[src/sv/assert_macros.svh]
// ----------------------------------------------------------------------------
// assertion macros
// shared concurrent assertion wrappers, compiled out with NO_ASSERTIONS
// ----------------------------------------------------------------------------
`ifndef ASSERT_MACROS_SVH
`define ASSERT_MACROS_SVH
`ifndef NO_ASSERTIONS
`define ASSERT_CLK(lbl, clk, rst_n, prop, msg) \
    lbl: assert property (@(posedge clk) disable iff (!rst_n) prop) else $error(msg);
`define ASSERT_ALWAYS(lbl, clk, prop, msg) \
    lbl: assert property (@(posedge clk) prop) else $error(msg);
`else
`define ASSERT_CLK(lbl, clk, rst_n, prop, msg)
`define ASSERT_ALWAYS(lbl, clk, prop, msg)
`endif
`endif

[src/sv/hcbp_pkg.sv]
// ----------------------------------------------------------------------------
// hcbp_pkg
// constants, command codes and job type of the prefix-code bit packer
// ----------------------------------------------------------------------------
package hcbp_pkg;

    localparam int MAX_CODE_LEN = 32;
    localparam int NUM_SYMBOLS  = 256;

    localparam int CODE_W  = 32;
    localparam int LEN_W   = 6;
    localparam int SYM_W   = 8;
    localparam int CMD_W   = 2;
    localparam int BYTE_W  = 8;
    localparam int LEN_CAP = (MAX_CODE_LEN < CODE_W) ? MAX_CODE_LEN : CODE_W;
    localparam int ENTRY_W = CODE_W + LEN_W;
    localparam int ADDR_W  = (NUM_SYMBOLS > 1) ? $clog2(NUM_SYMBOLS) : 1;

    localparam int QUEUE_DEPTH = 2;
    localparam int QPTR_W      = (QUEUE_DEPTH > 1) ? $clog2(QUEUE_DEPTH) : 1;
    localparam int QCNT_W      = $clog2(QUEUE_DEPTH + 1);

    localparam logic [CMD_W-1:0] CMD_LOAD   = 2'd0;
    localparam logic [CMD_W-1:0] CMD_ENCODE = 2'd1;
    localparam logic [CMD_W-1:0] CMD_FLUSH  = 2'd2;

    typedef enum logic {
        OP_ENCODE = 1'b0,
        OP_FLUSH  = 1'b1
    } job_op_t;

    typedef struct packed {
        job_op_t           op;
        logic [CODE_W-1:0] code;
        logic [LEN_W-1:0]  len;
    } job_t;

endpackage

[src/sv/hcbp_queue.sv]
// ----------------------------------------------------------------------------
// hcbp_queue
// short job fifo between the table front end and the bit packer
// ----------------------------------------------------------------------------
`include "assert_macros.svh"

module hcbp_queue (
    input  logic           clk,
    input  logic           rst_n,
    input  logic           push_valid,
    output logic           push_ready,
    input  hcbp_pkg::job_t push_job,
    output logic           pop_valid,
    input  logic           pop_ready,
    output hcbp_pkg::job_t pop_job
);
    import hcbp_pkg::*;

    job_t              slot_reg [QUEUE_DEPTH];
    logic [QPTR_W-1:0] wr_ptr_reg, wr_ptr_next;
    logic [QPTR_W-1:0] rd_ptr_reg, rd_ptr_next;
    logic [QCNT_W-1:0] count_reg, count_next;
    logic              push;
    logic              pop;

    assign push_ready = count_reg != QCNT_W'(QUEUE_DEPTH);
    assign pop_valid  = count_reg != '0;
    assign push       = push_valid && push_ready;
    assign pop        = pop_valid && pop_ready;
    assign pop_job    = slot_reg[rd_ptr_reg];

    always_comb
    begin
        wr_ptr_next = wr_ptr_reg;
        rd_ptr_next = rd_ptr_reg;
        count_next  = count_reg;
        if (push)
        begin
            wr_ptr_next = (wr_ptr_reg == QPTR_W'(QUEUE_DEPTH - 1)) ? '0 : wr_ptr_reg + 1'b1;
        end
        if (pop)
        begin
            rd_ptr_next = (rd_ptr_reg == QPTR_W'(QUEUE_DEPTH - 1)) ? '0 : rd_ptr_reg + 1'b1;
        end
        if (push && !pop)
        begin
            count_next = count_reg + 1'b1;
        end
        else if (pop && !push)
        begin
            count_next = count_reg - 1'b1;
        end
    end

    always_ff @(posedge clk or negedge rst_n)
    begin
        if (!rst_n)
        begin
            wr_ptr_reg <= '0;
            rd_ptr_reg <= '0;
            count_reg  <= '0;
        end
        else
        begin
            wr_ptr_reg <= wr_ptr_next;
            rd_ptr_reg <= rd_ptr_next;
            count_reg  <= count_next;
        end
    end

    always_ff @(posedge clk)
    begin
        if (push)
        begin
            slot_reg[wr_ptr_reg] <= push_job;
        end
    end

    `ASSERT_ALWAYS(a_queue_bound, clk, count_reg <= QCNT_W'(QUEUE_DEPTH), "queue count beyond depth")

endmodule

[config.mk]
export PLATFORM = sky130hd
export DESIGN_NAME = hcbp_queue
export DESIGN_NICKNAME = d
export VERILOG_FILES = /design/src/sv/hcbp_pkg.sv /design/src/sv/hcbp_queue.sv
export VERILOG_INCLUDE_DIRS = /design/src /design/src/sv
export SDC_FILE = /design/constraint.sdc
export NUM_CORES = 1
export LEC_CHECK = 0
export BUFFER_PORTS_ARGS = -buffer_cell sky130_fd_sc_hd__buf_4
export CORE_UTILIZATION = 35
export CTS_BUF_LIST = sky130_fd_sc_hd__clkbuf_8
export CTS_CLUSTER_DIAMETER = 80
export CTS_CLUSTER_SIZE = 10
export DETAILED_ROUTE_END_ITERATION = 10
export GPL_TIMING_DRIVEN = 1
export PLACE_DENSITY = 0.65
export SETUP_SLACK_MARGIN = 0.5
export SLEW_MARGIN = 20
export SYNTH_ARGS = -nofsm -noshare
export SYNTH_HDL_FRONTEND = slang
export SYNTH_SLANG_ARGS = --single-unit
export TNS_END_PERCENT = 30
[constraint.sdc]
create_clock -name clk -period 4.05 [get_ports clk]
set_input_delay 0.2025 -clock clk [delete_from_list [all_inputs] [get_ports clk]]
set_output_delay 0.2025 -clock clk [all_outputs]
set_load 0.01 [all_outputs]
=== After elaboration in Yosys (flattened, before gate mapping) ===
Memories as Yosys holds them, arrays and structs flattened.
Cells that the tools add are included.

* $add $sub $neg: 4
* Multiply operators: 0
* Div/mod/pow operators: 0
* $lt $le $gt $ge: 0
* Equal/unequal tests: 1
* Shifts and indexed selects: 0
* Mux-type cells: 6
* Bitwise operators: 0
* Reductions and logical operators: 8

{| class="wikitable"
|+ Operators with widths
! cell !! count
|-
| $logic_and 1x1->1 || 4
|-
| $mux 1 || 4
|-
| $mux 2 || 2
|-
| $reduce_bool 2->1 || 2
|-
| $add 1x1->1 const B || 2
|-
| $add 2x1->2 const B || 1
|-
| $logic_not 1->1 || 2
|-
| $ne 2x2->1 const B || 1
|-
| $sub 2x1->2 const B || 1
|}

* Register bits: 4
* Bits in latches: 0
* Memory bits (writable): 78
* Bits in read-only memories: 0
* Input port bits: 43
* Output and inout bits: 41
* Word-level logic and storage cells: 23
* Memories: 1

{| class="wikitable"
|+ Memories
! name !! depth !! bits a word !! read ports !! clocked after memory_dff !! write ports !! line !! RTL
|-
| slot_reg || 2 || 39 || 1 || 0 || 1 || hcbp_queue.sv:19 || <nowiki>job_t slot_reg [QUEUE_DEPTH];</nowiki>
|}

=== Longest topological paths before layout ===
Gate-level depths: netlist of run 1.

* Depth in word-level cells: 6
* Gate-level depth with buffers: 7
* Mapped depth without buffers: 7

=== Worst setup path after synthesis of run 1 ===
Ideal clock, no wire load.

* Kind: flip-flop to flip-flop
* Start point: register count_reg[0]
* End point: memory slot_reg[0][0] (netlist bit) (enable)
* Library setup time: 435 ps
* Arrival: 2296 ps
* Required time: 3615 ps
* Path slack: 1319 ps
* Cell stages (with the launch flop): 4
* Path buffers: 0
* Clock period less this slack: 2731 ps
* Path through: dfrtp_1 -> nand2b_4 -> nand2_1 -> nor2_1

* Word-level cells in the longest chain between the ends: 4

{| class="wikitable"
|+ Ends and longest elaborated chain
! element !! line !! RTL
|-
| start: declaration || hcbp_queue.sv:22 || <nowiki>logic [QCNT_W-1:0] count_reg, count_next;</nowiki>
|-
| start signal: assignment || hcbp_queue.sv:67 || <nowiki>count_reg <= count_next;</nowiki>
|-
| $ne 2x2->1 || hcbp_queue.sv:26 || <nowiki>assign push_ready = count_reg != QCNT_W'(QUEUE_DEPTH);</nowiki>
|-
| via push_ready || hcbp_queue.sv:11 || <nowiki>output logic push_ready,</nowiki>
|-
| $logic_and 1x1->1 || hcbp_queue.sv:28 || <nowiki>assign push = push_valid && push_ready;</nowiki>
|-
| $mux 1 || hcbp_queue.sv:73 || <nowiki>if (push)</nowiki>
|-
| $mux 1 (not written as such) || hcbp_queue.sv:75 || <nowiki>slot_reg[wr_ptr_reg] <= push_job;</nowiki>
|-
| end: declaration || hcbp_queue.sv:19 ||
|}

The timed path passes the listed nets, and every way through them passes these cells.

==> results.json, run 1 <==
{
  "synth.avg_cell_area_um2": 21.8,
  "path_clk_slew_ns": 0.09,
  "drv_cap": 0,
  "cts_tree": "yes",
  "worstSetupPathType": "flop to output pin",
  "yosysMostFrequentCell": "edfxtp_1",
  "grt_pass1_vias": 1604,
  "worst_slew_pin_slew_ns": 0.951,
  "busiest_layer": "met2",
  "die_w_um": 95.1,
  "hold_path.class": "input port to flop",
  "drive_above_1_share": 0.610,
  "met2_usage": 0.188,
  "synthCells": 139,
  "clock-sinks": 82,
  "synth-seq-cells": 82,
  "yosys.cell_types.count": 14,
  "cp_slowest_cell": "dfrtp_2",
  "synthTopCellsByArea": "edfxtp_1 77%, mux2_2 14%, dfrtp_1 3.3%",
  "std_cell_rows": 33,
  "port_buffers": 83,
  "synth_area_leader_cell": "edfxtp_1",
  "dieArea_um2": 9040,
  "fin_cells": 341,
  "clockBufferDepth": 2,
  "pin_count": 84,
  "irDropWorstVdd_mv": 0.388,
  "cts_max_level": 3,
  "syn_area_um2": 3030,
  "final-setup-viol-count": 0,
  "largest_reg_flops": 78,
  "postRouteAntennaNets": 0,
  "min_period_ns": 2.11,
  "dieHeight_um": 95.1,
  "async_reset_ff_frac": 0.0488,
  "hold_violations": 0,
  "crit_path_max_incr_delay_ns": 0.97,
  "grt_pass1_wl_mm": 7.75,
  "drt_first_pass_iters": 4,
  "cts_made_buffers": 9,
  "yosysWarnings": 0,
  "yosysTopAreaCellShare": 0.772,
  "critPathLaunchType": "flop",
  "grt_max_degree": 41,
  "path_cells": "mux2_2, buf_4",
  "cp.arrival_ns": 1.90,
  "slew_headroom": 0.366,
  "cts-root-buf": "clkbuf_8",
  "outcome": "finished, final reports clean",
  "final.fill_count": 713,
  "grtUsageTotal": 0.120,
  "multiInputGateArea_um2": 551,
  "vias_per_cell": 4.45,
  "antenna_found_initial": 0,
  "initial_utilization": 0.365,
  "syn2layout_area_growth_pct": 32.3,
  "synthesis.nets": 183,
  "cts_setup_buffers": 0,
  "p_leak_nw": 1.50,
  "yosysSeqAreaShare": 0.805,
  "crit_path_max_fanout": 40,
  "clock-skew-final_ns": 0.00763,
  "placed_cells": 323,
  "powerDensity_nw_per_um2": 699,
  "tns_ns": 0,
  "finalCritPeriodShare": 0.520,
  "met3_usage": 0.0431,
  "max_freq_mhz": 475,
  "rsz0062_at_grt": "no",
  "synth-edff-count": 78,
  "wire_per_inst_um": 14.8,
  "routed_wl_mm": 5.05,
  "hpwl_mm": 3.19,
  "core_um2": 8300,
  "crit_required_ns": 3.85,
  "n_antenna_cell": 0,
  "synthTopCellsByCount": "78 x edfxtp_1, 39 x mux2_2, 4 x buf_6, 4 x dfrtp_1, 3 x xnor2_1",
  "register_area_um2": 2440,
  "p_total_mw": 2.81,
  "drtIter0Drc": 21,
  "report.final.slew_viol_count": 0,
  "end_kind": "output pin",
  "drc": 0,
  "met1_usage": 0.145,
  "final_nets": 275,
  "ys.flop_type": "edfxtp_1",
  "clk_latency_ns": 0.35,
  "grt_remaining_overflow": 0,
  "num_vias": 1516,
  "gp_congestion": 0.719
}
power by group:
part           switching, mW  internal (mW)
clock                  0.298          0.352
sequential             0.131           1.16
combinational          0.369          0.493
total                  0.799           2.01
stage by stage:
step	worst slack (ns)	hold slack (ns)	utilization	area, µm²
2_1_floorplan	1.32	-0.0931	-	3030
3_3_place_gp	2.08	0.00249	0.452	3750
6_report	1.94	0.0300	0.484	4010
5_1_grt	1.81	0.00673	0.484	4010
4_1_cts	1.85	0.0109	0.480	3990
3_5_place_dp	2.02	0.00268	0.452	3750
worst paths after layout:
kind                                     startpoint                   endpoint  slack [ns]  cells after the start
hold / removal                         push_job[21]  slot_reg[1][21]$_DFFE_PP_        0.03                      1
max in group asynchronous                     rst_n     rd_ptr_reg$_DFFE_PN0P_        3.76                      2
min in group asynchronous                     rst_n   count_reg[1]$_DFFE_PN0P_        0.18                      2
setup / recovery             rd_ptr_reg$_DFFE_PN0P_                pop_job[20]        1.94                      2
setup reg to reg           count_reg[0]$_DFFE_PN0P_   slot_reg[1][2]$_DFFE_PP_        2.26                      2
hold reg to reg            count_reg[0]$_DFFE_PN0P_   count_reg[0]$_DFFE_PN0P_        0.55                      1
placed cells by master, fill, tap and decap left out:
cell and n:
buf_4 83, edfxtp_1 78, mux2_2 39, clkbuf_8 9, xnor2_1 3, dfrtp_1 3, xor2_1 2, bufinv_16 2
nand2b_4 1, nand2_1 1, inv_1 1, or2_4 1, nand2_2 1, and3_2 1, nor2_4 1, nor2_1 1
ha_1 1, clkinv_4 1, inv_6 1, inv_8 1, clkinvlp_4 1, clkinv_1 1, dlygate4sd3_1 1, buf_16 1
dfrtp_2 1
area by class of cell:
class                   count  area share
clock buffers               9      0.0309
repair buffers             85       0.165
well taps                 105      0.0327
multi-input cells          52       0.137
flip-flops and latches     82       0.609
inverters                   1    0.000935
clock inverters             7      0.0249
metal layers:
layer	wire, µm	vias to the layer above
met2	2570	53
met1	2110	736
li1	-	722
met4	66	0
met5	0	-
met3	313	5
kinds of logic after synthesis:
| logic type | count (synthesis) | synth area share |
|---|---|---|
| flip-flops | 82 | 0.805 |
| XOR/XNOR | 5 | 0.0144 |
| buffers and inverters | 5 | 0.0161 |
| multiplexers | 39 | 0.145 |
| AND/OR/NAND/NOR | 7 | 0.0153 |
| adder cells (fa/ha/maj) | 1 | 0.00412 |
worst max-delay path, delay by kind of cell (launching register included):
family	cells	cell delay [ns]
flip-flops	1	0.97
multiplexers	1	0.43
buffers and inverters	1	0.14
timing repair:
item,CTS,global route
gates resized for setup,0,0
endpoints found under the hold margin,4,0
hold buffers,1,0
(Power assumes the default switching activity.)
==> run 2, diff against run 1 <==
==> constraint.sdc (replaced) <==
create_clock -name clk -period 2.1 [get_ports clk]
set_input_delay 0.105 -clock clk [delete_from_list [all_inputs] [get_ports clk]]
set_output_delay 0.105 -clock clk [all_outputs]
set_load 0.01 [all_outputs]
==> results.json, run 2 (synthesized netlist as in run 1, its figures left out) <==
{
  "r2r_slack_ns": 0.69,
  "worst_slew_pin_slew_ns": 0.233,
  "irDropWorstVdd_mv": 0.651,
  "multiInputGateArea_um2": 558,
  "switching_share": 0.293,
  "num_vias": 1718,
  "fin_cells": 382,
  "drt_first_pass_iters": 4,
  "largest_reg_flops": 78,
  "drv_cap": 0,
  "p_total_mw": 5.26,
  "port_buffers": 83,
  "hold_path.class": "input port to flop",
  "final-setup-viol-count": 0,
  "end_kind": "output pin",
  "crit_required_ns": 2.00,
  "p_int_mw": 3.72,
  "clkPwrFrac": 0.178,
  "drtIter0Drc": 58,
  "register_area_um2": 2440,
  "seq_power_share": 0.448,
  "grtUsageTotal": 0.137,
  "grt_remaining_overflow": 0,
  "grt_max_degree": 40,
  "p_switching_mw": 1.54,
  "critPathTopFamily": "flip-flops",
  "min_period_ns": 1.58,
  "grt_pass1_vias": 1886,
  "critPathLaunchType": "flop",
  "routed_wl_mm": 5.66,
  "drc": 0,
  "clockBufferDepth": 2,
  "p_leak_nw": 1.66,
  "dieArea_um2": 9040,
  "std_cell_rows": 33,
  "tns_ns": 0,
  "initial_utilization": 0.365,
  "layout_common_cells": "84 x buf_4, 78 x edfxtp_1, 40 x dlygate4sd3_1",
  "grt_pass1_wl_mm": 8.82,
  "post_cts_resized": 0,
  "dieHeight_um": 95.1,
  "final_nets": 317,
  "postRouteAntennaNets": 0,
  "slew_headroom": 0.845,
  "syn2layout_area_growth_pct": 44.7,
  "path_cells": "buf_12, mux2_2, buf_4",
  "vias_per_cell": 4.50,
  "final_common_cell": "buf_4",
  "crit_path_max_incr_delay_ns": 0.40,
  "rsz0062_at_grt": "yes",
  "crit_path_max_fanout": 31,
  "path_clk_slew_ns": 0.07,
  "drive_above_1_share": 0.531,
  "worstSetupPathType": "flop to output pin",
  "report.final.slew_viol_count": 0,
  "pin_count": 84,
  "hold_violations": 0,
  "clock-skew-final_ns": 0.00674,
  "power_frac_comb": 0.374,
  "placed_cells": 326,
  "finalCritPeriodShare": 0.754,
  "cts-root-buf": "clkbuf_8",
  "clk_latency_ns": 0.34,
  "wire_per_inst_um": 14.8,
  "cp.arrival_ns": 1.48,
  "cts_tree": "yes",
  "hpwl_mm": 3.52,
  "max_freq_mhz": 632,
  "powerDensity_nw_per_um2": 1200,
  "final.fill_count": 659,
  "antenna_found_initial": 0,
  "cts_made_buffers": 9,
  "n_antenna_cell": 0,
  "outcome": "finished, final reports clean",
  "clock-sinks": 82,
  "core_um2": 8300,
  "worst-path-buf-inv": 2,
  "cts_max_level": 3,
  "gp_congestion": 0.734,
  "cp_slowest_cell": "dfrtp_2",
  "die_w_um": 95.1
}
[run 2: final timing paths]
kind                                          start                       end  depth (start not counted)
setup / recovery             rd_ptr_reg$_DFFE_PN0P_               pop_job[29]                          3
hold / removal                            pop_ready    rd_ptr_reg$_DFFE_PN0P_                          3
setup reg to reg           count_reg[0]$_DFFE_PN0P_  count_reg[1]$_DFFE_PN0P_                          7
hold reg to reg            count_reg[0]$_DFFE_PN0P_  count_reg[0]$_DFFE_PN0P_                          1
max in group asynchronous                     rst_n    rd_ptr_reg$_DFFE_PN0P_                          2
min in group asynchronous                     rst_n  count_reg[0]$_DFFE_PN0P_                          2
[run 2: layer usage]
| layer | GRT usage | routed length [µm] | up-vias |
|---|---|---|---|
| li1 | - | - | 808 |
| met1 | 0.157 | 2410 | 846 |
| met2 | 0.224 | 2830 | 55 |
| met3 | 0.0518 | 315 | 9 |
| met4 | 0.0669 | 107 | 0 |
| met5 | 0 | 0 | - |
[run 2: power groups by stage]
stage,Sequential (mW),Combinational [mW],Clock (mW)
2_1_floorplan,2.37,1.10,0
3_3_place_gp,2.41,1.88,0
3_5_place_dp,2.42,1.88,0
4_1_cts,2.36,2.00,0.981
5_1_grt,2.39,2.12,1.06
6_report,2.36,1.97,0.937
[run 2: layout make-up]
type                       count  share of cell area
sequential                    82               0.557
inverter                       1            0.000855
clock buffer                   9              0.0282
clock inverter                 6             0.00827
tap                          105              0.0299
timing repair buffer         127               0.249
multi-input combinational     52               0.127
[run 2: repair_timing]
| item | in CTS | in global routing |
|---|---|---|
| setup endpoints to repair | 31 | 33 |
| hold buffers | 40 | 0 |
| buffers inserted | 1 | 0 |
| endpoints found under the hold margin | 82 | 0 |
[run 2: stage by stage]
stage | worst slack [ns] | instance area [µm²] | hold WS, ns | util
floorplan | 0.467 | 3050 | -0.191 | -
global placement | 0.708 | 3820 | -0.0924 | 0.460
detailed placement | 0.701 | 3820 | -0.0929 | 0.460
CTS | 0.471 | 4390 | 0.0145 | 0.529
global route | 0.446 | 4390 | 0.0364 | 0.529
finish | 0.517 | 4390 | 0.0321 | 0.529
[run 2: tightest hold or removal path: cells and delay by family]
| family | cells | cell delay [ns] |
|---|---|---|
| buffers and inverters | 1 | 0.11 |
| and+or+nand+nor | 1 | 0.06 |
| xor gates and xnor gates | 1 | 0.06 |
