$ cat src/sv/assert_macros.svh
// ----------------------------------------------------------------------------
// assertion macros
// shared concurrent assertion wrappers, compiled out with NO_ASSERTIONS
// ----------------------------------------------------------------------------
`ifndef ASSERT_MACROS_SVH
`define ASSERT_MACROS_SVH
`ifndef NO_ASSERTIONS
`define ASSERT_CLK(lbl, clk, rst_n, prop, msg) \
    lbl: assert property (@(posedge clk) disable iff (!rst_n) prop) else $error(msg);
`define ASSERT_ALWAYS(lbl, clk, prop, msg) \
    lbl: assert property (@(posedge clk) prop) else $error(msg);
`else
`define ASSERT_CLK(lbl, clk, rst_n, prop, msg)
`define ASSERT_ALWAYS(lbl, clk, prop, msg)
`endif
`endif

$ cat src/sv/hcbp_pkg.sv
// ----------------------------------------------------------------------------
// hcbp_pkg
// constants, command codes and job type of the prefix-code bit packer
// ----------------------------------------------------------------------------
package hcbp_pkg;

    localparam int MAX_CODE_LEN = 32;
    localparam int NUM_SYMBOLS  = 256;

    localparam int CODE_W  = 32;
    localparam int LEN_W   = 6;
    localparam int SYM_W   = 8;
    localparam int CMD_W   = 2;
    localparam int BYTE_W  = 8;
    localparam int LEN_CAP = (MAX_CODE_LEN < CODE_W) ? MAX_CODE_LEN : CODE_W;
    localparam int ENTRY_W = CODE_W + LEN_W;
    localparam int ADDR_W  = (NUM_SYMBOLS > 1) ? $clog2(NUM_SYMBOLS) : 1;

    localparam int QUEUE_DEPTH = 2;
    localparam int QPTR_W      = (QUEUE_DEPTH > 1) ? $clog2(QUEUE_DEPTH) : 1;
    localparam int QCNT_W      = $clog2(QUEUE_DEPTH + 1);

    localparam logic [CMD_W-1:0] CMD_LOAD   = 2'd0;
    localparam logic [CMD_W-1:0] CMD_ENCODE = 2'd1;
    localparam logic [CMD_W-1:0] CMD_FLUSH  = 2'd2;

    typedef enum logic {
        OP_ENCODE = 1'b0,
        OP_FLUSH  = 1'b1
    } job_op_t;

    typedef struct packed {
        job_op_t           op;
        logic [CODE_W-1:0] code;
        logic [LEN_W-1:0]  len;
    } job_t;

endpackage

$ cat src/sv/hcbp_if.sv


interface hcbp_result_if;
    import hcbp_pkg::*;

    logic              valid;
    logic              ready;
    logic [BYTE_W-1:0] out_byte;
    logic              last_of_run;

    modport source (output valid, out_byte, last_of_run, input ready);
    modport sink   (input valid, out_byte, last_of_run, output ready);
endinterface

$ cat src/sv/hcbp_back.sv
// ----------------------------------------------------------------------------
// hcbp_back
// shifts code bits into the partial byte and emits at most one byte per cycle while the result channel is not stalled
// ----------------------------------------------------------------------------
`include "assert_macros.svh"

module hcbp_back (
    input  logic           clk,
    input  logic           rst_n,
    input  logic           job_valid,
    output logic           job_ready,
    input  hcbp_pkg::job_t job,
    hcbp_result_if.source  result
);
    import hcbp_pkg::*;

    logic                busy_reg, busy_next;
    logic [CODE_W-1:0]   sr_reg, sr_next;
    logic [LEN_W-1:0]    rem_reg, rem_next;
    logic [BYTE_W-1:0]   pbyte_reg, pbyte_next;
    logic [2:0]          pcnt_reg, pcnt_next;
    logic                out_valid_reg, out_valid_next;
    logic [BYTE_W-1:0]   out_byte_reg, out_byte_next;
    logic                out_last_reg, out_last_next;

    logic                step_ok;
    logic                take;
    logic [3:0]          room;
    logic [3:0]          k;
    logic [3:0]          total;
    logic [BYTE_W-1:0]   newbits;
    logic [2*BYTE_W-1:0] acc_wide;
    logic [BYTE_W-1:0]   acc;
    logic [LEN_W-1:0]    rem_left;
    logic [2*BYTE_W-1:0] flush_wide;

    assign step_ok   = !out_valid_reg || result.ready;
    assign job_ready = !busy_reg && step_ok;
    assign take      = job_valid && job_ready;

    // bits taken this cycle: up to the free room of the partial byte
    assign room       = 4'd8 - {1'b0, pcnt_reg};
    assign k          = (rem_reg < {2'b00, room}) ? rem_reg[3:0] : room;
    assign total      = {1'b0, pcnt_reg} + k;
    assign newbits    = sr_reg[CODE_W-1 -: BYTE_W] >> (4'd8 - k);
    assign acc_wide   = {{BYTE_W{1'b0}}, pbyte_reg} << k;
    assign acc        = acc_wide[BYTE_W-1:0] | newbits;
    assign rem_left   = rem_reg - {2'b00, k};
    assign flush_wide = {{BYTE_W{1'b0}}, pbyte_reg} << (4'd8 - {1'b0, pcnt_reg});

    always_comb
    begin
        busy_next      = busy_reg;
        sr_next        = sr_reg;
        rem_next       = rem_reg;
        pbyte_next     = pbyte_reg;
        pcnt_next      = pcnt_reg;
        out_valid_next = out_valid_reg && !result.ready;
        out_byte_next  = out_byte_reg;
        out_last_next  = out_last_reg;
        if (busy_reg && step_ok)
        begin
            sr_next   = sr_reg << k;
            rem_next  = rem_left;
            busy_next = rem_left != '0;
            if (total[3])
            begin
                out_valid_next = 1'b1;
                out_byte_next  = acc;
                out_last_next  = rem_left < LEN_W'(BYTE_W);
                pbyte_next     = '0;
                pcnt_next      = '0;
            end
            else
            begin
                pbyte_next = acc;
                pcnt_next  = total[2:0];
            end
        end
        else if (take)
        begin
            unique case (job.op)
                OP_ENCODE:
                begin
                    sr_next   = job.code << (LEN_W'(CODE_W) - job.len);
                    rem_next  = job.len;
                    busy_next = job.len != '0;
                end
                OP_FLUSH:
                begin
                    if (pcnt_reg != '0)
                    begin
                        out_valid_next = 1'b1;
                        out_byte_next  = flush_wide[BYTE_W-1:0];
                        out_last_next  = 1'b1;
                    end
                    pbyte_next = '0;
                    pcnt_next  = '0;
                end
                default:
                begin
                end
            endcase
        end
    end

    always_ff @(posedge clk or negedge rst_n)
    begin
        if (!rst_n)
        begin
            busy_reg      <= 1'b0;
            rem_reg       <= '0;
            pbyte_reg     <= '0;
            pcnt_reg      <= '0;
            out_valid_reg <= 1'b0;
        end
        else
        begin
            busy_reg      <= busy_next;
            rem_reg       <= rem_next;
            pbyte_reg     <= pbyte_next;
            pcnt_reg      <= pcnt_next;
            out_valid_reg <= out_valid_next;
        end
    end

    always_ff @(posedge clk)
    begin
        sr_reg       <= sr_next;
        out_byte_reg <= out_byte_next;
        out_last_reg <= out_last_next;
    end

    assign result.valid       = out_valid_reg;
    assign result.out_byte    = out_byte_reg;
    assign result.last_of_run = out_last_reg;

    `ASSERT_CLK(a_back_busy_rem, clk, rst_n, busy_reg |-> (rem_reg != '0), "packer busy with no bits left")
    `ASSERT_CLK(a_back_stall, clk, rst_n, (out_valid_reg && !result.ready) |=> ($stable(pcnt_reg) && $stable(rem_reg) && $stable(busy_reg)), "packer moved while output stalled")

endmodule

$ cat src/flat_wrapper.sv
// flat-port wrapper written by rule: the top's interface ports become plain ports
module hcbp_back_flat import hcbp_pkg::*;
  (clk, rst_n, job_valid, job_ready, job, result_valid, result_out_byte, result_last_of_run, result_ready);
  hcbp_result_if result_i ();
  input  logic clk;
  input  logic rst_n;
  input  logic job_valid;
  output logic job_ready;
  input  hcbp_pkg::job_t job;
  output wire logic [$bits(result_i.valid)-1:0] result_valid;
  output wire logic [$bits(result_i.out_byte)-1:0] result_out_byte;
  output wire logic [$bits(result_i.last_of_run)-1:0] result_last_of_run;
  input wire logic [$bits(result_i.ready)-1:0] result_ready;
  assign result_valid = result_i.valid;
  assign result_out_byte = result_i.out_byte;
  assign result_last_of_run = result_i.last_of_run;
  assign result_i.ready = result_ready;
  hcbp_back u_core (.clk(clk), .rst_n(rst_n), .job_valid(job_valid), .job_ready(job_ready), .job(job), .result(result_i));
endmodule
$ cat config.mk
export PLATFORM = sky130hd
export DESIGN_NAME = hcbp_back_flat
export DESIGN_NICKNAME = d
export VERILOG_FILES = /design/src/sv/hcbp_pkg.sv /design/src/sv/hcbp_if.sv /design/src/sv/hcbp_back.sv /design/src/flat_wrapper.sv
export VERILOG_INCLUDE_DIRS = /design/src /design/src/sv
export SDC_FILE = /design/constraint.sdc
export NUM_CORES = 1
export LEC_CHECK = 0
export ABC_CLOCK_PERIOD_IN_PS = 13700
export BUFFER_PORTS_ARGS = -buffer_cell sky130_fd_sc_hd__buf_4
export CAP_MARGIN = 20
export CORE_MARGIN = 5
export CORE_UTILIZATION = 45
export CTS_CLUSTER_SIZE = 10
export DETAILED_ROUTE_END_ITERATION = 6
export PLACE_DENSITY_LB_ADDON = 0.2
export RECOVER_POWER = 50
export SLEW_MARGIN = 15
export SYNTH_ARGS = -nofsm -noshare
export SYNTH_HDL_FRONTEND = slang
export SYNTH_SLANG_ARGS = --single-unit
$ cat constraint.sdc
create_clock -name clk -period 13.7 [get_ports clk]
set_input_delay 0 -clock clk [delete_from_list [all_inputs] [get_ports clk]]
set_output_delay 0 -clock clk [all_outputs]
set_load 0.005 [all_outputs]
After elaboration in Yosys (flattened, before gate mapping):

Index checks and enable logic that the tools add are counted.

* input port bits: 43
* register bits: 60
* output and inout bits: 11
* logic and storage cells: 73

* magnitude comparators: 2
* muxes and demuxes: 33
* shift-type cells: 5
* equal/unequal tests: 2
* add/subtract/negate cells: 5
* bitwise logic cells: 1
* reductions and logical operators: 17

Operators with widths (number)
* two-way mux 32 bit: 3
* two-way mux 8 bit: 9
* << shifter 32 x 4 -> 32 bit: 1
* << shifter 32 x 6 -> 32 bit: 1
* two-way mux 6 bit: 3
* << shifter 8 x 4 -> 8 bit: 2
* two-way mux 1 bit: 13
* two-way mux 3 bit: 4
* nonzero test 6 bit: 2
* bitwise OR 8 bit: 1
* right shift 8 x 4 -> 8 bit: 1
* < comparator 6 x 4 -> 1 bit: 1
* < comparator 6 x 4 -> 1 bit, second input constant: 1
* nonzero test 2 bit: 3
* subtractor 6 x 4 -> 6 bit: 1
* subtractor 6 bit, first input constant: 1
* adder 3 x 4 -> 4 bit: 1
* logical AND 1 bit: 4
* two-way mux 4 bit: 1
* != test 2 x 1 -> 1 bit, second input constant: 2
* AND reduction 2 bit: 2
* AND reduction 4 bit: 1
* subtractor 4 x 3 -> 4 bit, first input constant: 1
* subtractor 4 bit, first input constant: 1
* 3 further kinds: 5

Depth between registers and ports, before layout:

Gate-level depths: netlist of the first run.

* word-level depth: 8
* gate-level depth with buffers: 21
* gate-level depth less buffers: 16

Worst setup path after synthesis of the first run:

OpenSTA, ideal clock, no wires.

* kind: flip-flop to flip-flop
* from: register u_core.pcnt_reg[0]
* to: register u_core.out_last_reg (netlist: u_core.result.last_of_run), enable pin
* data arrival time: 4416 ps
* period minus slack after synthesis: 4790 ps
* cell stages (with the launch flop): 20
* buffers on the path: 5
* setup slack: 8910 ps
* library setup time: 374 ps
* path through: dfrtp_1 buf_2 inv_1 ha_1 clkbuf_1 inv_1 ha_1 a21oi_1 o21ai_2 mux2i_4 inv_4 buf_6 buf_6 buf_4 ha_1 a21o_1 a21oi_1 xnor2_1 a32oi_1 nor2_1

* longest elaborated chain between the ends: 6

RTL lines
* from (decl): line hcbp_back.sv:21 `logic [2:0] pcnt_reg, pcnt_next;`
* from (signal assigned): line hcbp_back.sv:122 `pcnt_reg <= pcnt_next;`
* subtractor 4 x 3 -> 4 bit: line hcbp_back.sv:42 `assign room = 4'd8 - {1'b0, pcnt_reg};`
* < comparator 6 x 4 -> 1 bit: line hcbp_back.sv:43 `assign k = (rem_reg < {2'b00, room}) ? rem_reg[3:0] : room;`
* two-way mux 4 bit: line hcbp_back.sv:43
* adder 3 x 4 -> 4 bit: line hcbp_back.sv:44 `assign total = {1'b0, pcnt_reg} + k;`
* != test 2 x 1 -> 1 bit (no line)
* AND reduction 4 bit (no line) *
* to (signal assigned): line hcbp_back.sv:131 `out_last_reg <= out_last_next;`
* to (decl): line hcbp_back.sv:24 `logic out_last_reg, out_last_next;`

Mark *: on every way between the ends. The rest lies on a longest branch, timed or not.
A chain may end at the register's enable or synchronous reset.

Worst setup path in the final report of the first run:

* from: register u_core.pcnt_reg[0]
* to: register u_core.out_valid_reg (netlist: u_core.result.valid)

* longest elaborated chain between the ends: 6

RTL lines
* subtractor 4 x 3 -> 4 bit: line hcbp_back.sv:42
* < comparator 6 x 4 -> 1 bit: line hcbp_back.sv:43
* two-way mux 4 bit: line hcbp_back.sv:43
* adder 3 x 4 -> 4 bit: line hcbp_back.sv:44
* two-way mux 1 bit: line hcbp_back.sv:66 `if (total[3])`
* two-way mux 1 bit *: line hcbp_back.sv:61 `if (busy_reg && step_ok)`
* via u_core.out_valid_next: line hcbp_back.sv:22 `logic out_valid_reg, out_valid_next;`
* to (signal assigned): line hcbp_back.sv:123 `out_valid_reg <= out_valid_next;`
* to (decl): line hcbp_back.sv:22

The timed path passes the listed nets; every way through them passes the cells marked *.

==> results of run 1 <==
-- through the flow --
step	utilization	setup WS, ps	hold WS (ps)	area [um^2]
after CTS	0.516	7200	69.7	7470
after detailed placement	0.488	7480	-103	7070
after global placement	0.488	7660	-108	7070
after floorplan	-	8910	-296	6640
final	0.513	5320	188	7430
after global routing	0.513	4690	239	7430
-- cell type report --
cell class	instances	area, um^2
Clock buffer	15	278
Clock inverter	1	30.0
Fill cell	1321	7050
Inverter	22	87.6
Multi-Input combinational cell	618	4580
Sequential cell	60	1710
Tap cell	184	230
Timing Repair Buffer	68	522
-- synthesized netlist by cell type, types with 5 or more instances --
| library cell | count |
|---|---|
| a22oi_1 | 5 |
| a211oi_1 | 14 |
| clkbuf_1 | 24 |
| o22ai_1 | 18 |
| buf_1 | 6 |
| ha_1 | 11 |
| o21ai_1 | 6 |
| a22o_1 | 6 |
| buf_2 | 13 |
| mux2_2 | 10 |
| a32oi_1 | 10 |
| edfxtp_1 | 41 |
| a211o_1 | 5 |
| nand2_1 | 102 |
| a21oi_1 | 50 |
| a221oi_1 | 5 |
| dfrtp_1 | 19 |
| nor4_1 | 5 |
| nor3_1 | 13 |
| mux4_2 | 19 |
| o211ai_1 | 14 |
| a31oi_1 | 5 |
| o21ai_0 | 28 |
| o221ai_1 | 16 |
| inv_1 | 19 |
| nor2b_1 | 6 |
| mux2i_1 | 113 |
| nor2_1 | 51 |
| a21o_1 | 6 |
| xnor2_1 | 8 |
| nand3_1 | 22 |
| a221o_1 | 10 |
-- cell families after synthesis --
| group | after synthesis | synth area share |
|---|---|---|
| muxes | 145 | 0.259 |
| and+or+nand+nor | 226 | 0.158 |
| DFF | 60 | 0.257 |
| AOI/OAI and AO/OA | 223 | 0.235 |
| adders and majority gates | 12 | 0.0238 |
| xor gates and xnor gates | 12 | 0.0158 |
| buffers and inverters | 73 | 0.0513 |
-- per-layer routing --
metal | wire length (um) | vias up
li1 | - | 2984
met1 | 9310 | 3058
met2 | 9510 | 407
met3 | 1960 | 48
met4 | 491 | 0
met5 | 0 | -
-- path summary, 6_finish.rpt --
kind	start	end	slack, ps	cells past startpoint
min in group asynchronous	rst_n	u_core.rem_reg[5]	400	2
worst max-delay path	u_core.pcnt_reg[0]	u_core.result.valid	5320	16
worst max register to register	u_core.pcnt_reg[0]	u_core.result.valid	5320	16
max in group asynchronous	rst_n	u_core.pbyte_reg[2]	12590	2
worst min-delay path	job[38]	u_core.rem_reg[5]	190	4
worst min register to register	u_core.pbyte_reg[7]	u_core.pbyte_reg[7]	570	2
-- critical path, cell delays in order, from the launching register on --
cell	delay, ps
dfrtp_1	750
inv_1	230
ha_1	730
inv_1	190
ha_1	340
o21ai_0	170
o221a_4	270
nor2_1	2060
inv_4	840
ha_1	520
a21o_1	190
a21oi_1	240
xnor2_1	240
a32oi_1	270
dlygate4sd3_1	600
nand2_1	60
dlygate4sd3_1	560
==> flow_metrics.env, run 1 <==
export IMPL_outcome="finished with violations"
export IMPL_violations="capacitance limit, slew limit"
export IMPL_diodes=0
export IMPL_core_region_area_um2=14500
export IMPL_rsz0062_at_grt="false"
export IMPL_dp_cells=943
export IMPL_ys_seq_elements=60
export IMPL_clock_sinks=60
export IMPL_first_pass_iters=5
export IMPL_grt_max_degree=55
export IMPL_finalClockSkew_ps=8.67
export IMPL_ios=54
export IMPL_die_x_um=131
export IMPL_busiest_layer="met2"
export IMPL_clk_pin_slew_ps=60
export IMPL_synth_area_leader_cell="edfxtp_1"
export IMPL_critPathArrivalTime_ps=8610
export IMPL_cap_violations=2
export IMPL_cts_setup_buffers=0
export IMPL_grt_overflow_total=0
export IMPL_hold_class="in2reg"
export IMPL_synth_top_area_frac=0.186
export IMPL_grt_use_met3=0.0443
export IMPL_clockRootBuffer="clkbuf_16"
export IMPL_synthDistinctLibCells=76
export IMPL_setup_worst_path_end_class="flop"
export IMPL_finalCritPeriodShare=0.612
export IMPL_syn_inst=751
export IMPL_dieArea_um2=17300
export IMPL_async_reset_ff_frac=0.317
export IMPL_die_h_um=131
export IMPL_synth_area_leaders="edfxtp_1 19%, mux2i_1 17%, dfrtp_1 7.2%"
export IMPL_post_synth_cell_area_avg_um2=8.84
export IMPL_required_ps=13930
export IMPL_syn_area_um2=6640
export IMPL_finalCriticalPeriod_ps=8380
export IMPL_nNetsFinal=834
export IMPL_layout_commonest_cell="mux2i_1"
export IMPL_final_cell_mix="113 x mux2i_1, 102 x nand2_1, 52 x nor2_1, 50 x a21oi_1, 46 x buf_4"
export IMPL_crit_path_start_kind="flop"
export IMPL_insertion_delay_ps=350
export IMPL_cts_tree="done"
export IMPL_cp_max_fo=44
export IMPL_cts_hold_buf=9
export IMPL_rows=44
export IMPL_cts_buffers=9
export IMPL_vias_per_cell=6.71
export IMPL_grt_pass1_vias=6259
export IMPL_ant_nets=0
export IMPL_place_gp_congestion=0.935
export IMPL_wl_per_cell_um=22.0
export IMPL_dp_hpwl_um=16100
export IMPL_layout_cells_non_filler=968
export IMPL_seq_area_frac_synth=0.257
export IMPL_ctsResizeCount=0
export IMPL_port_buffers=53
export IMPL_wl_um=21300
export IMPL_routed_via_count=6497
export IMPL_start_util=0.458
export IMPL_track_usage=0.242
export IMPL_globalRouteMet2Util=0.369
export IMPL_slew_headroom=-0.881
export IMPL_syn_nets=806
export IMPL_htreeDepth=3
export IMPL_largest_register_ffs=32
export IMPL_drt_iter0_markers=862
export IMPL_synth_edf_count=41
export IMPL_max_freq_mhz=119
export IMPL_grtUsageMet1=0.348
export IMPL_drive_above_1_share=0.147
export IMPL_antenna_found_initial=0
export IMPL_grt_pass1_wl_um=34500
export IMPL_crit_type="reg2reg"
export IMPL_synth_ff_type="edfxtp_1"
export IMPL_route_detailed_drc=0
export IMPL_setup_viol=0
export IMPL_finalHoldViolCount=0
export IMPL_maxSlewViolCount=67
export IMPL_tightest_slew_ps=2810
export IMPL_synth_yosys_warnings=0
export IMPL_fin_setup_tns_ps=0
export IMPL_clockBufferDepth=2
export IMPL_area_delta_synth_final_pct=12.0
Power of run 1 is not shown: default switching activity piles up to over one toggle a cycle in this logic, so the estimate is an artifact.
==> inputs of run 2 (changes only) <==
ABC_CLOCK_PERIOD_IN_PS = 7200   (was 13700)
clock period = 7.2 ns   (was 13.7 ns; I/O delays follow)
==> run 2 against run 1 <==
Net effect: the flow still finishes with violations (capacitance limit, slew limit); non-clock buffer count rose by 3; clock-buffer cell count fell by 6; final area rose by 1.2%; clock skew rose by 2.7 ps; utilization rose by 0.61 points; via count rose by 0.23%; register-to-register slack got worse by 4300 ps; maximum frequency rose by 37%; wire length rose by 1.1%.
==> flow_metrics.env, run 2 (synthesized netlist as in run 1, its figures left out) <==
export IMPL_outcome="finished with violations"
export IMPL_violations="capacitance limit, slew limit"
export IMPL_clockRootBuffer="clkbuf_16"
export IMPL_grt_overflow_total=0
export IMPL_path_delay_family="buffers and inverters"
export IMPL_start_util=0.458
export IMPL_hold_end="u_core.rem_reg[5]"
export IMPL_cts_buffers=9
export IMPL_n_fill_cell=1373
export IMPL_r2r_start="u_core.pcnt_reg[0]"
export IMPL_cp_max_fo=44
export IMPL_clock_sinks=60
export IMPL_final_cell_mix="113 x mux2i_1, 102 x nand2_1, 51 x nor2_1, 50 x a21oi_1, 49 x buf_4"
export IMPL_finalClockSkew_ps=11.3
export IMPL_tightest_slew_ps=1910
export IMPL_area_delta_synth_final_pct=13.3
export IMPL_rsz0062_at_grt="false"
export IMPL_reg2regPathDepth=16
export IMPL_cp_slowest_cell="dfrtp_1"
export IMPL_setup_viol=0
export IMPL_crit_type="reg2reg"
export IMPL_finalHoldViolCount=0
export IMPL_htreeDepth=3
export IMPL_die_x_um=131
export IMPL_die_h_um=131
export IMPL_hold_class="in2reg"
export IMPL_crit_top_cell="ha_1"
export IMPL_place_gp_congestion=0.945
export IMPL_rows=44
export IMPL_vias_per_cell=6.71
export IMPL_crit_path_start_kind="flop"
export IMPL_r2r_end="u_core.result.valid"
export IMPL_fin_util=0.519
export IMPL_port_buffers=53
export IMPL_ff2ff_setup_slack_ps=1060
export IMPL_wl_per_cell_um=22.2
export IMPL_fin_setup_tns_ps=0
export IMPL_diodes=0
export IMPL_grt_use_met3=0.0447
export IMPL_grt_pass1_vias=6257
export IMPL_cpPeakStageDelay_ps=750
export IMPL_slew_headroom=-0.271
export IMPL_grt_max_degree=54
export IMPL_dieArea_um2=17300
export IMPL_setup_worst_path_end_class="flop"
export IMPL_largest_register_ffs=32
export IMPL_finalCritPeriodShare=0.852
export IMPL_crit_buf_inv=5
export IMPL_globalRouteMet2Util=0.378
export IMPL_ctsResizeCount=0
export IMPL_maxSlewViolCount=42
export IMPL_critPathArrivalTime_ps=6370
export IMPL_insertion_delay_ps=350
export IMPL_finalCriticalPeriod_ps=6140
export IMPL_drt_iter0_markers=799
export IMPL_ant_nets=0
export IMPL_drive_above_1_share=0.158
export IMPL_hold_start="job[38]"
export IMPL_ios=54
export IMPL_cts_tree="done"
export IMPL_grt_pass1_wl_um=34700
export IMPL_cap_violations=2
export IMPL_route_detailed_drc=0
export IMPL_track_usage=0.244
export IMPL_crit_chain="inv_1 > ha_1 > inv_1 > ha_1 > o21ai_0 > o221a_4 > nor2_8 > inv_4 > ha_1 > a21o_1 > a21oi_1 > xnor2_1 > a32oi_1 > dlygate4sd3_1 > nand2_1 > dlygate4sd3_1"
export IMPL_first_pass_iters=5
export IMPL_routed_via_count=6512
export IMPL_clockBufferDepth=2
export IMPL_core_region_area_um2=14500
export IMPL_antenna_found_initial=0
export IMPL_grtUsageMet1=0.348
export IMPL_max_freq_mhz=163
export IMPL_layout_commonest_cell="mux2i_1"
export IMPL_required_ps=7430
export IMPL_clk_pin_slew_ps=60
export IMPL_dp_hpwl_um=16100
export IMPL_min_delay_path_depth=4
export IMPL_busiest_layer="met2"
export IMPL_wl_um=21500
export IMPL_nNetsFinal=837
==> run 2: how the worst max path moves through the flow <==
stage,from,endpoint,depth (start not counted)
after floorplan,u_core.pcnt_reg[0],u_core.result.last_of_run,19
after global placement,u_core.pcnt_reg[0],u_core.result.out_byte[0],14
after detailed placement,u_core.pcnt_reg[0],u_core.result.out_byte[0],14
after CTS,u_core.pcnt_reg[0],u_core.result.valid,16
after global routing,u_core.pcnt_reg[0],u_core.result.valid,16
final,u_core.pcnt_reg[0],u_core.result.valid,16
==> run 2: repair_timing <==
action	CTS	global route
hold endpoints to repair	25	0
buffers inserted	0	0
hold buffers	9	0
==> run 2: worst register-to-register path, cell delays in order (launching register included) <==
cell and delay (ps):
dfrtp_1 750, inv_1 230, ha_1 720, inv_1 180
ha_1 330, o21ai_0 170, o221a_4 300, nor2_8 480
inv_4 400, ha_1 350, a21o_1 190, a21oi_1 240
xnor2_1 230, a32oi_1 270, dlygate4sd3_1 590, nand2_1 60
dlygate4sd3_1 560
==> run 2: layout make-up <==
class,count,area [um^2],area share
timing repair buffer,71,548,0.0729
clock inverter,7,124,0.0165
clock buffer,9,225,0.0300
tap,184,230,0.0306
sequential,60,1710,0.227
multi-input combinational,618,4600,0.611
inverter,22,87.6,0.0116
==> run 2: layer usage <==
metal	vias up	share of wire
li1	2985	-
met1	3146	0.44
met2	348	0.45
met3	33	0.084
met4	0	0.021
met5	-	0
==> run 2: per-stage QoR <==
| stage | setup slack (ps) | instances | instance area (um^2) | hold slack, ps |
|---|---|---|---|---|
| 4_1_cts | 1130 | 971 | 7530 | 61.6 |
| 6_report | 1060 | 971 | 7520 | 207 |
| 3_5_place_dp | 1390 | 946 | 7090 | -106 |
| 3_3_place_gp | 1600 | 946 | 7090 | -107 |
| 5_1_grt | 644 | 971 | 7520 | 205 |
| 2_1_floorplan | 2410 | 751 | 6640 | -296 |
Power of run 2 is left out for the same reason.
